File: config.mk
export PLATFORM = sky130hd
export DESIGN_NAME = http_chunk_deframer
export DESIGN_NICKNAME = d
export VERILOG_FILES = /design/src/hw/rtl/hcd_pkg.sv /design/src/hw/rtl/http_chunk_deframer.sv
export VERILOG_INCLUDE_DIRS = /design/src /design/src/hw/rtl
export SDC_FILE = /design/constraint.sdc
export NUM_CORES = 1
export LEC_CHECK = 0
export BUFFER_PORTS_ARGS = -buffer_cell sky130_fd_sc_hd__buf_2
export CAP_MARGIN = 10
export CORE_MARGIN = 2
export CORE_UTILIZATION = 53
export CTS_CLUSTER_DIAMETER = 40
export CTS_CLUSTER_SIZE = 28
export DETAILED_ROUTE_END_ITERATION = 10
export PLACE_DENSITY = 0.76
export SLEW_MARGIN = 10
export SYNTH_ARGS = -nofsm -noshare
export SYNTH_HDL_FRONTEND = slang
export SYNTH_SLANG_ARGS = --single-unit
export TNS_END_PERCENT = 100
File: constraint.sdc
create_clock -name aclk -period 5 [get_ports aclk]
set_input_delay 0.5 -clock aclk [delete_from_list [all_inputs] [get_ports aclk]]
set_output_delay 0.5 -clock aclk [all_outputs]
set_load 0.05 [all_outputs]
File: src/hw/rtl/http_chunk_deframer_macros.svh
// Assertion helpers for the chunk deframer, clocked on aclk and off during reset.
`ifndef HTTP_CHUNK_DEFRAMER_MACROS_SVH
`define HTTP_CHUNK_DEFRAMER_MACROS_SVH

// Check that cons holds in the same cycle as ante.
`define HCD_ASSERT_NOW(label, ante, cons, msg) \
    label: assert property (@(posedge aclk) disable iff (!aresetn) (ante) |-> (cons)) \
        else $error(msg);

// Check that cons holds in the cycle after ante.
`define HCD_ASSERT_NEXT(label, ante, cons, msg) \
    label: assert property (@(posedge aclk) disable iff (!aresetn) (ante) |=> (cons)) \
        else $error(msg);

`endif

File: src/hw/rtl/hcd_pkg.sv
`timescale 1ns / 1ps
`default_nettype none

package hcd_pkg;

    localparam int unsigned LINE_BYTES_DEF = 32;
    localparam int unsigned SIZE_W         = 27;
    localparam int unsigned STATUS_W       = 2;
    localparam int unsigned TDATA_W        = 40;

    localparam logic [SIZE_W-1:0] MAX_CHUNK = SIZE_W'(64 * 1024 * 1024);

    localparam logic [7:0] CH_CR    = 8'h0d;
    localparam logic [7:0] CH_LF    = 8'h0a;
    localparam logic [7:0] CH_SPACE = 8'h20;
    localparam logic [7:0] CH_PLUS  = 8'h2b;
    localparam logic [7:0] CH_MINUS = 8'h2d;
    localparam logic [7:0] CH_ZERO  = 8'h30;
    localparam logic [7:0] CH_LOW_X = 8'h78;
    localparam logic [7:0] CH_UP_X  = 8'h58;

    typedef enum logic [STATUS_W-1:0] {
        ST_MORE = 2'd0,
        ST_DONE = 2'd1,
        ST_BAD  = 2'd2,
        ST_BIG  = 2'd3
    } status_t;

    typedef struct packed {
        logic       valid;
        logic [3:0] value;
    } hex_digit_t;

    function automatic hex_digit_t hex_decode(input logic [7:0] c);
        hex_digit_t r;
        r.valid = 1'b1;
        r.value = 4'd0;
        if (c inside {[8'h30:8'h39]}) begin
            r.value = 4'(c - 8'h30);
        end else if (c inside {[8'h61:8'h66]}) begin
            r.value = 4'(c - 8'h57);
        end else if (c inside {[8'h41:8'h46]}) begin
            r.value = 4'(c - 8'h37);
        end else begin
            r.valid = 1'b0;
        end
        return r;
    endfunction

    function automatic logic is_blank(input logic [7:0] c);
        return (c == CH_SPACE) || (c inside {[8'h09:8'h0d]});
    endfunction

endpackage

`default_nettype wire

File: src/hw/rtl/http_chunk_deframer.sv
`timescale 1ns / 1ps
`default_nettype none
// Each accepted input beat yields its result beat on m_* in the cycle after it is accepted.
// One byte per cycle unless m_* stalls; parsing is a single pass into the output register.
// s_tready stays high while the output register is empty or being drained.
// Reset (aresetn low, synchronous): parser back to the size line, errors cleared,
// chunk_limit back to 2^26, output register emptied.

module http_chunk_deframer #(
    parameter int unsigned LINE_BYTES = hcd_pkg::LINE_BYTES_DEF
) (
    input  wire logic                         aclk,
    input  wire logic                         aresetn,
    // APB configuration
    input  wire logic                         psel,
    input  wire logic                         penable,
    input  wire logic                         pwrite,
    input  wire logic [2:0]                   paddr,
    input  wire logic [31:0]                  pwdata,
    output logic      [31:0]                  prdata,
    output logic                              pready,
    // input stream; tdata: in_byte[7:0]
    input  wire logic                         s_tvalid,
    output logic                              s_tready,
    input  wire logic [7:0]                   s_tdata,
    // result stream; tdata: out_byte[7:0], status[9:8], chunk_length[36:10],
    // last_chunk[37], zero[39:38]
    output logic                              m_tvalid,
    input  wire logic                         m_tready,
    output logic      [hcd_pkg::TDATA_W-1:0]  m_tdata,
    // tuser: payload_valid[0]
    output logic                              m_tuser
);
    import hcd_pkg::*;

    localparam int unsigned LCW = $clog2(LINE_BYTES + 1);

    typedef enum logic [1:0] {
        PH_LINE  = 2'd0,
        PH_DATA  = 2'd1,
        PH_TRAIL = 2'd2,
        PH_ERR   = 2'd3
    } phase_t;

    typedef enum logic [2:0] {
        HX_START = 3'd0,
        HX_SIGN  = 3'd1,
        HX_ZERO  = 3'd2,
        HX_X     = 3'd3,
        HX_DIG   = 3'd4,
        HX_NODIG = 3'd5,
        HX_DONE  = 3'd6
    } hex_t;

    typedef enum logic [1:0] {
        TR_START   = 2'd0,
        TR_CR      = 2'd1,
        TR_BODY    = 2'd2,
        TR_BODY_CR = 2'd3
    } trail_t;

    phase_t             phase_reg, phase_next;
    hex_t               hex_reg, hex_next;
    trail_t             trail_reg, trail_next;
    logic [LCW-1:0]     line_count_reg, line_count_next;
    logic               cr_reg, cr_next;
    logic [SIZE_W-1:0]  accum_reg, accum_next;
    logic               ovf_reg, ovf_next;
    logic               neg_reg, neg_next;
    logic [SIZE_W-1:0]  done_reg, done_next;
    status_t            err_reg, err_next;
    logic [SIZE_W-1:0]  limit_reg;

    logic               m_tvalid_reg;
    logic [TDATA_W-1:0] m_tdata_reg;
    logic               m_tuser_reg;

    logic               s_fire;
    logic               cfg_write;
    hex_digit_t         dig;
    logic [SIZE_W+3:0]  shifted;
    logic               take_digit;
    logic               sign_like;
    logic [SIZE_W:0]    done_inc;
    logic [SIZE_W:0]    data_end;

    logic [7:0]         ob;
    logic               pv;
    status_t            st;
    logic [SIZE_W-1:0]  len;
    logic               last;

    logic               err_beat_ok;
    logic               data_beat_ok;

    assign pready    = 1'b1;
    assign cfg_write = psel && penable && pwrite;
    assign prdata    = (paddr[2] == 1'b0) ? {{(32 - SIZE_W){1'b0}}, limit_reg} : 32'd0;

    assign s_tready = !m_tvalid_reg || m_tready;
    assign s_fire   = s_tvalid && s_tready;
    assign m_tvalid = m_tvalid_reg;
    assign m_tdata  = m_tdata_reg;
    assign m_tuser  = m_tuser_reg;

    assign dig      = hex_decode(s_tdata);
    assign shifted  = {accum_reg, 4'd0} + {{SIZE_W{1'b0}}, dig.value};
    assign done_inc = {1'b0, done_reg} + (SIZE_W + 1)'(1);
    assign data_end = {1'b0, accum_reg} + (SIZE_W + 1)'(2);

    always_comb begin
        phase_next      = phase_reg;
        hex_next        = hex_reg;
        trail_next      = trail_reg;
        line_count_next = line_count_reg;
        cr_next         = cr_reg;
        accum_next      = accum_reg;
        ovf_next        = ovf_reg;
        neg_next        = neg_reg;
        done_next       = done_reg;
        err_next        = err_reg;
        ob              = 8'd0;
        pv              = 1'b0;
        st              = ST_MORE;
        len             = '0;
        last            = 1'b0;
        take_digit      = 1'b0;
        sign_like       = 1'b0;

        case (phase_reg)
            PH_LINE: begin
                if (line_count_reg < LCW'(LINE_BYTES)) begin
                    line_count_next = line_count_reg + LCW'(1);
                end
                if (cr_reg) begin
                    if (s_tdata != CH_LF) begin
                        phase_next = PH_ERR;
                        err_next   = ST_BAD;
                    end else if (hex_reg inside {HX_START, HX_SIGN, HX_NODIG}) begin
                        phase_next = PH_ERR;
                        err_next   = ST_BAD;
                    end else if (ovf_reg || (neg_reg && accum_reg != '0)
                                 || accum_reg > MAX_CHUNK || accum_reg > limit_reg) begin
                        phase_next = PH_ERR;
                        err_next   = ST_BIG;
                    end else begin
                        len        = accum_reg;
                        last       = (accum_reg == '0);
                        phase_next = last ? PH_TRAIL : PH_DATA;
                        done_next  = '0;
                        trail_next = TR_START;
                    end
                end else begin
                    if (s_tdata == CH_CR) begin
                        cr_next = 1'b1;
                    end else begin
                        case (hex_reg)
                            HX_START: begin
                                if (is_blank(s_tdata)) begin
                                    hex_next = HX_START;
                                end else if (s_tdata == CH_PLUS || s_tdata == CH_MINUS) begin
                                    neg_next = (s_tdata == CH_MINUS);
                                    hex_next = HX_SIGN;
                                end else begin
                                    sign_like = 1'b1;
                                end
                            end
                            HX_SIGN: sign_like = 1'b1;
                            HX_ZERO: begin
                                if (s_tdata == CH_LOW_X || s_tdata == CH_UP_X) begin
                                    hex_next = HX_X;
                                end else if (dig.valid) begin
                                    take_digit = 1'b1;
                                end else begin
                                    hex_next = HX_DONE;
                                end
                            end
                            HX_X, HX_DIG: begin
                                if (dig.valid) begin
                                    take_digit = 1'b1;
                                end else begin
                                    hex_next = HX_DONE;
                                end
                            end
                            default: hex_next = hex_reg;
                        endcase
                        if (sign_like) begin
                            if (s_tdata == CH_ZERO) begin
                                hex_next = HX_ZERO;
                            end else if (dig.valid) begin
                                take_digit = 1'b1;
                            end else begin
                                hex_next = HX_NODIG;
                            end
                        end
                        if (take_digit) begin
                            hex_next = HX_DIG;
                            if (!ovf_reg) begin
                                if (shifted > {4'd0, MAX_CHUNK}) begin
                                    ovf_next = 1'b1;
                                end else begin
                                    accum_next = shifted[SIZE_W-1:0];
                                end
                            end
                        end
                    end
                    if (line_count_reg >= LCW'(LINE_BYTES - 1)) begin
                        phase_next = PH_ERR;
                        err_next   = ST_BAD;
                    end
                end
            end
            PH_DATA: begin
                len = accum_reg;
                if (done_reg < accum_reg) begin
                    pv = 1'b1;
                    ob = s_tdata;
                end
                done_next = done_inc[SIZE_W-1:0];
                if (done_inc >= data_end) begin
                    st         = ST_DONE;
                    phase_next = PH_LINE;
                end
            end
            PH_TRAIL: begin
                last = 1'b1;
                case (trail_reg)
                    TR_START: trail_next = (s_tdata == CH_CR) ? TR_CR : TR_BODY;
                    TR_CR: begin
                        if (s_tdata == CH_LF) begin
                            st         = ST_DONE;
                            phase_next = PH_LINE;
                        end else begin
                            phase_next = PH_ERR;
                            err_next   = ST_BAD;
                        end
                    end
                    TR_BODY: begin
                        if (s_tdata == CH_CR) begin
                            trail_next = TR_BODY_CR;
                        end
                    end
                    default: begin
                        if (s_tdata == CH_LF) begin
                            trail_next = TR_START;
                        end else begin
                            phase_next = PH_ERR;
                            err_next   = ST_BAD;
                        end
                    end
                endcase
            end
            default: phase_next = PH_ERR;
        endcase

        // clear the line parser once a chunk completes
        if (st == ST_DONE) begin
            line_count_next = '0;
            cr_next         = 1'b0;
            hex_next        = HX_START;
            accum_next      = '0;
            ovf_next        = 1'b0;
            neg_next        = 1'b0;
            done_next       = '0;
            trail_next      = TR_START;
        end

        if (phase_next == PH_ERR) begin
            ob   = 8'd0;
            pv   = 1'b0;
            len  = '0;
            last = 1'b0;
            st   = err_next;
        end
    end

    always_ff @(posedge aclk) begin
        if (!aresetn) begin
            phase_reg      <= PH_LINE;
            hex_reg        <= HX_START;
            trail_reg      <= TR_START;
            line_count_reg <= '0;
            cr_reg         <= 1'b0;
            accum_reg      <= '0;
            ovf_reg        <= 1'b0;
            neg_reg        <= 1'b0;
            done_reg       <= '0;
            err_reg        <= ST_MORE;
            limit_reg      <= MAX_CHUNK;
            m_tvalid_reg   <= 1'b0;
            m_tdata_reg    <= '0;
            m_tuser_reg    <= 1'b0;
        end else begin
            if (cfg_write && paddr[2] == 1'b0) begin
                limit_reg <= pwdata[SIZE_W-1:0];
            end
            if (s_fire) begin
                phase_reg      <= phase_next;
                hex_reg        <= hex_next;
                trail_reg      <= trail_next;
                line_count_reg <= line_count_next;
                cr_reg         <= cr_next;
                accum_reg      <= accum_next;
                ovf_reg        <= ovf_next;
                neg_reg        <= neg_next;
                done_reg       <= done_next;
                err_reg        <= err_next;
                m_tvalid_reg   <= 1'b1;
                m_tdata_reg    <= {2'b00, last, len, st, ob};
                m_tuser_reg    <= pv;
            end else if (m_tready) begin
                m_tvalid_reg <= 1'b0;
            end
        end
    end

    assign err_beat_ok  = (m_tdata[37:8] == {28'd0, err_reg}) && !m_tuser;
    assign data_beat_ok = (m_tdata[36:10] != '0) && !m_tdata[37];

`include "http_chunk_deframer_macros.svh"

    `HCD_ASSERT_NEXT(a_err_sticky, phase_reg == PH_ERR, phase_reg == PH_ERR, "error phase left")
    `HCD_ASSERT_NEXT(a_err_result, s_fire && phase_reg == PH_ERR, err_beat_ok, "bad error beat")
    `HCD_ASSERT_NOW(a_payload_len, m_tvalid && m_tuser, data_beat_ok, "payload without size")
    `HCD_ASSERT_NOW(a_line_count, 1'b1, line_count_reg <= LCW'(LINE_BYTES), "line count overran")

endmodule

`default_nettype wire

==> results.sh <==
export IMPL_grt_total_usage=0.280
export IMPL_ys_top_cells_by_area="dfxtp_1 30%, ha_1 13%, nand3_1 6.6%"
export IMPL_holdWs_ps=301
export IMPL_rsz0062_at_grt="false"
export IMPL_powerDensity_nw_per_um2=261
export IMPL_report_final_slew_viol_count=0
export IMPL_max_slew_margin=0.304
export IMPL_io_buffers=110
export IMPL_hold_viol=0
export IMPL_drt_iter0_markers=666
export IMPL_outcome="finished clean"
export IMPL_area_growth_pct=16.4
export IMPL_setup_slack_ps=298
export IMPL_clock_fmax_mhz=213
export IMPL_synth_top_area_cell="dfxtp_1"
export IMPL_synth_seq_area_share=0.303
export IMPL_grt_pass1_wl_um=41400
export IMPL_antenna_found_initial=0
export IMPL_syn_instance_count=1180
export IMPL_die_area_um2=18400
export IMPL_first_pass_iters=6
export IMPL_overflow=0
export IMPL_post_route_drc_count=0
export IMPL_p_total_mw=2.79
export IMPL_cts_buffers=17
export IMPL_async_reset_ff_frac=0
export IMPL_synth_seq_cells=139
export IMPL_clockRootBuffer="clkbuf_16"
export IMPL_worst_setup_path_type="flip-flop to flip-flop"
export IMPL_first_global_vias=8243
export IMPL_end_kind="flip-flop"
export IMPL_cts_sinks=139
export IMPL_via_count=9005
export IMPL_ctsHoldBuffers=0
export IMPL_grt_max_degree=84
export IMPL_row_count=48
export IMPL_critPathMaxFanout=6
export IMPL_tritoncts="built"
export IMPL_die_x_um=136
export IMPL_wl_um=25500
export IMPL_coreArea_um2=17100
export IMPL_cts_resized=0
export IMPL_start_kind="flip-flop"
export IMPL_synth_edf_count=0
export IMPL_leakagePower_nw=4.45
export IMPL_yosys_most_used_dff="dfxtp_1"
export IMPL_cts_setup_buffers=0
export IMPL_syn_avg_cell_area_um2=7.77
export IMPL_layout_min_cycle_time_ps=4700
export IMPL_worstSkewPairLatency_ps=430
export IMPL_io_pins=126
export IMPL_layout_drive_gt1_share=0.156
export IMPL_hp_class="primary input to flip-flop"
export IMPL_path_clk_slew_ps=70
export IMPL_cts_max_path_buffers=2
export IMPL_finalCritPeriodShare=0.940
export IMPL_layout_nets=1429
export IMPL_worstPathRequired_ps=5360
export IMPL_htreeDepth=4
export IMPL_crit_arrival_ps=5060
export IMPL_fillers=1554
export IMPL_dieHeight_um=136
export IMPL_postRouteAntennaNets=0
export IMPL_vias_per_cell=5.92
export IMPL_synth_area_um2=9170
export IMPL_synth_distinct_cells=71
export IMPL_route_detailed_wl_per_inst_um=16.7
export IMPL_num_antenna_cells=0
export IMPL_synth_top_area_share=0.303
export IMPL_largest_reg_flops=38
export IMPL_setup_viol=0
export IMPL_dp_hpwl_um=18700
export IMPL_worstMarginPinSlew_ps=1040
export IMPL_start_util=0.536
export IMPL_vdd_drop_max_v=0.000227
export IMPL_fin_skew_ps=10.5
export IMPL_maxCapViolCount=0
export IMPL_gp_congestion=0.983
export IMPL_pre_cts_ws_ps=384
export IMPL_finalSetupTns_ps=0
export IMPL_ys_warn_count=0
-- cell type report --
cell class / count / area, um^2 / area share
Tap cell: 225 / 282 / 0.0264
Inverter: 73 / 274 / 0.0257
Multi-Input combinational cell: 906 / 5840 / 0.547
Clock inverter: 14 / 205 / 0.0192
Sequential cell: 139 / 2780 / 0.261
Timing Repair Buffer: 147 / 856 / 0.0802
Clock buffer: 18 / 439 / 0.0411
-- worst max-delay path: stages (launching register included) --
cell      delay [ps]
dfxtp_1          360
ha_1             250
nand3_1          140
or2_2            390
nor2_1           230
nand3_1          180
or3_1            400
xnor2_1          150
ha_1             300
nand4_1          140
or3_1            430
a211oi_1         190
o311a_1          260
nor3_1           110
o21ai_2          290
buf_4            210
nor2_1            60
or4_1            410
a21oi_1          130
-- report_power, final --
| part | total, mW | internal, mW | switching [mW] |
|---|---|---|---|
| logic | 0.259 | 0.0787 | 0.180 |
| clock network | 1.39 | 0.860 | 0.532 |
| registers | 1.14 | 1.12 | 0.0136 |
-- synthesized netlist by cell type (all sizes together) (2+ instances only) --
library cell  number
a2111oi            3
a211oi             5
a21boi             2
a21o              20
a21oi             89
a22o               9
a22oi              3
a31oi              3
a41oi              4
and2              11
and3              11
and4               2
buf               25
clkbuf            43
conb               2
dfxtp            139
ha                95
inv               73
nand2            130
nand2b             6
nand3            121
nand3b             8
nand4             27
nand4b             2
nor2              86
nor2b              8
nor3              23
nor4              14
nor4b              2
o211ai             8
o21a               5
o21ai             75
o22ai              2
o31a               2
o31ai             33
o41ai             12
or2                4
or3                4
or4                2
or4b               2
xnor2             40
xor2              13
-- metal layers --
metal,vias to the layer above,track usage,share of wire
li1,4414,-,-
met3,53,0.0565,0.073
met1,4215,0.381,0.45
met2,323,0.447,0.46
met4,0,0.0868,0.021
met5,-,0,0
-- cell families after synthesis --
family                     count (synthesis)  share of synthesized area
xor gates and xnor gates                  53                     0.0506
DFF                                      139                      0.303
muxes                                      1                    0.00109
and+or+nand+nor                          466                      0.252
adders and majority gates                 95                      0.130
AOI/OAI and AO/OA                        283                      0.199
buffers and inverters                    141                     0.0636
other                                      2                   0.000819
-- final timing paths --
kind / startpoint / cells past startpoint / slack (ps) / endpoint
setup / recovery: done_reg[0] / 18 / 300 / line_count_reg[4]
hold / removal: pwdata[13] / 3 / 300 / limit_reg[13]
setup reg to reg: done_reg[0] / 18 / 300 / line_count_reg[4]
hold reg to reg: m_tdata[9] / 2 / 450 / m_tdata[9]
-- cells in the final DEF (no fill, tap or decap), types with 35 or more instances in the layout --
| cell type | synthesis | routed |
|---|---|---|
| xnor2_1 | 40 | 40 |
| buf_2 | 10 | 109 |
| nand3_1 | 121 | 121 |
| ha_1 | 95 | 95 |
| inv_1 | 73 | 72 |
| o21ai_0 | 35 | 35 |
| o21ai_1 | 36 | 35 |
| nand2_1 | 130 | 130 |
| nor2_1 | 86 | 86 |
| dfxtp_1 | 139 | 139 |
| buf_4 | 9 | 36 |
| a21oi_1 | 88 | 88 |
-- per-stage QoR --
stage	area, um^2	std cells	util
floorplan	9190	1186	-
CTS	10700	1522	0.623
finish	10700	1522	0.624
detailed placement	10000	1490	0.586
global route	10700	1522	0.624
global placement	10000	1490	0.586
No activity file was read; power rests on OpenSTA's default activity.
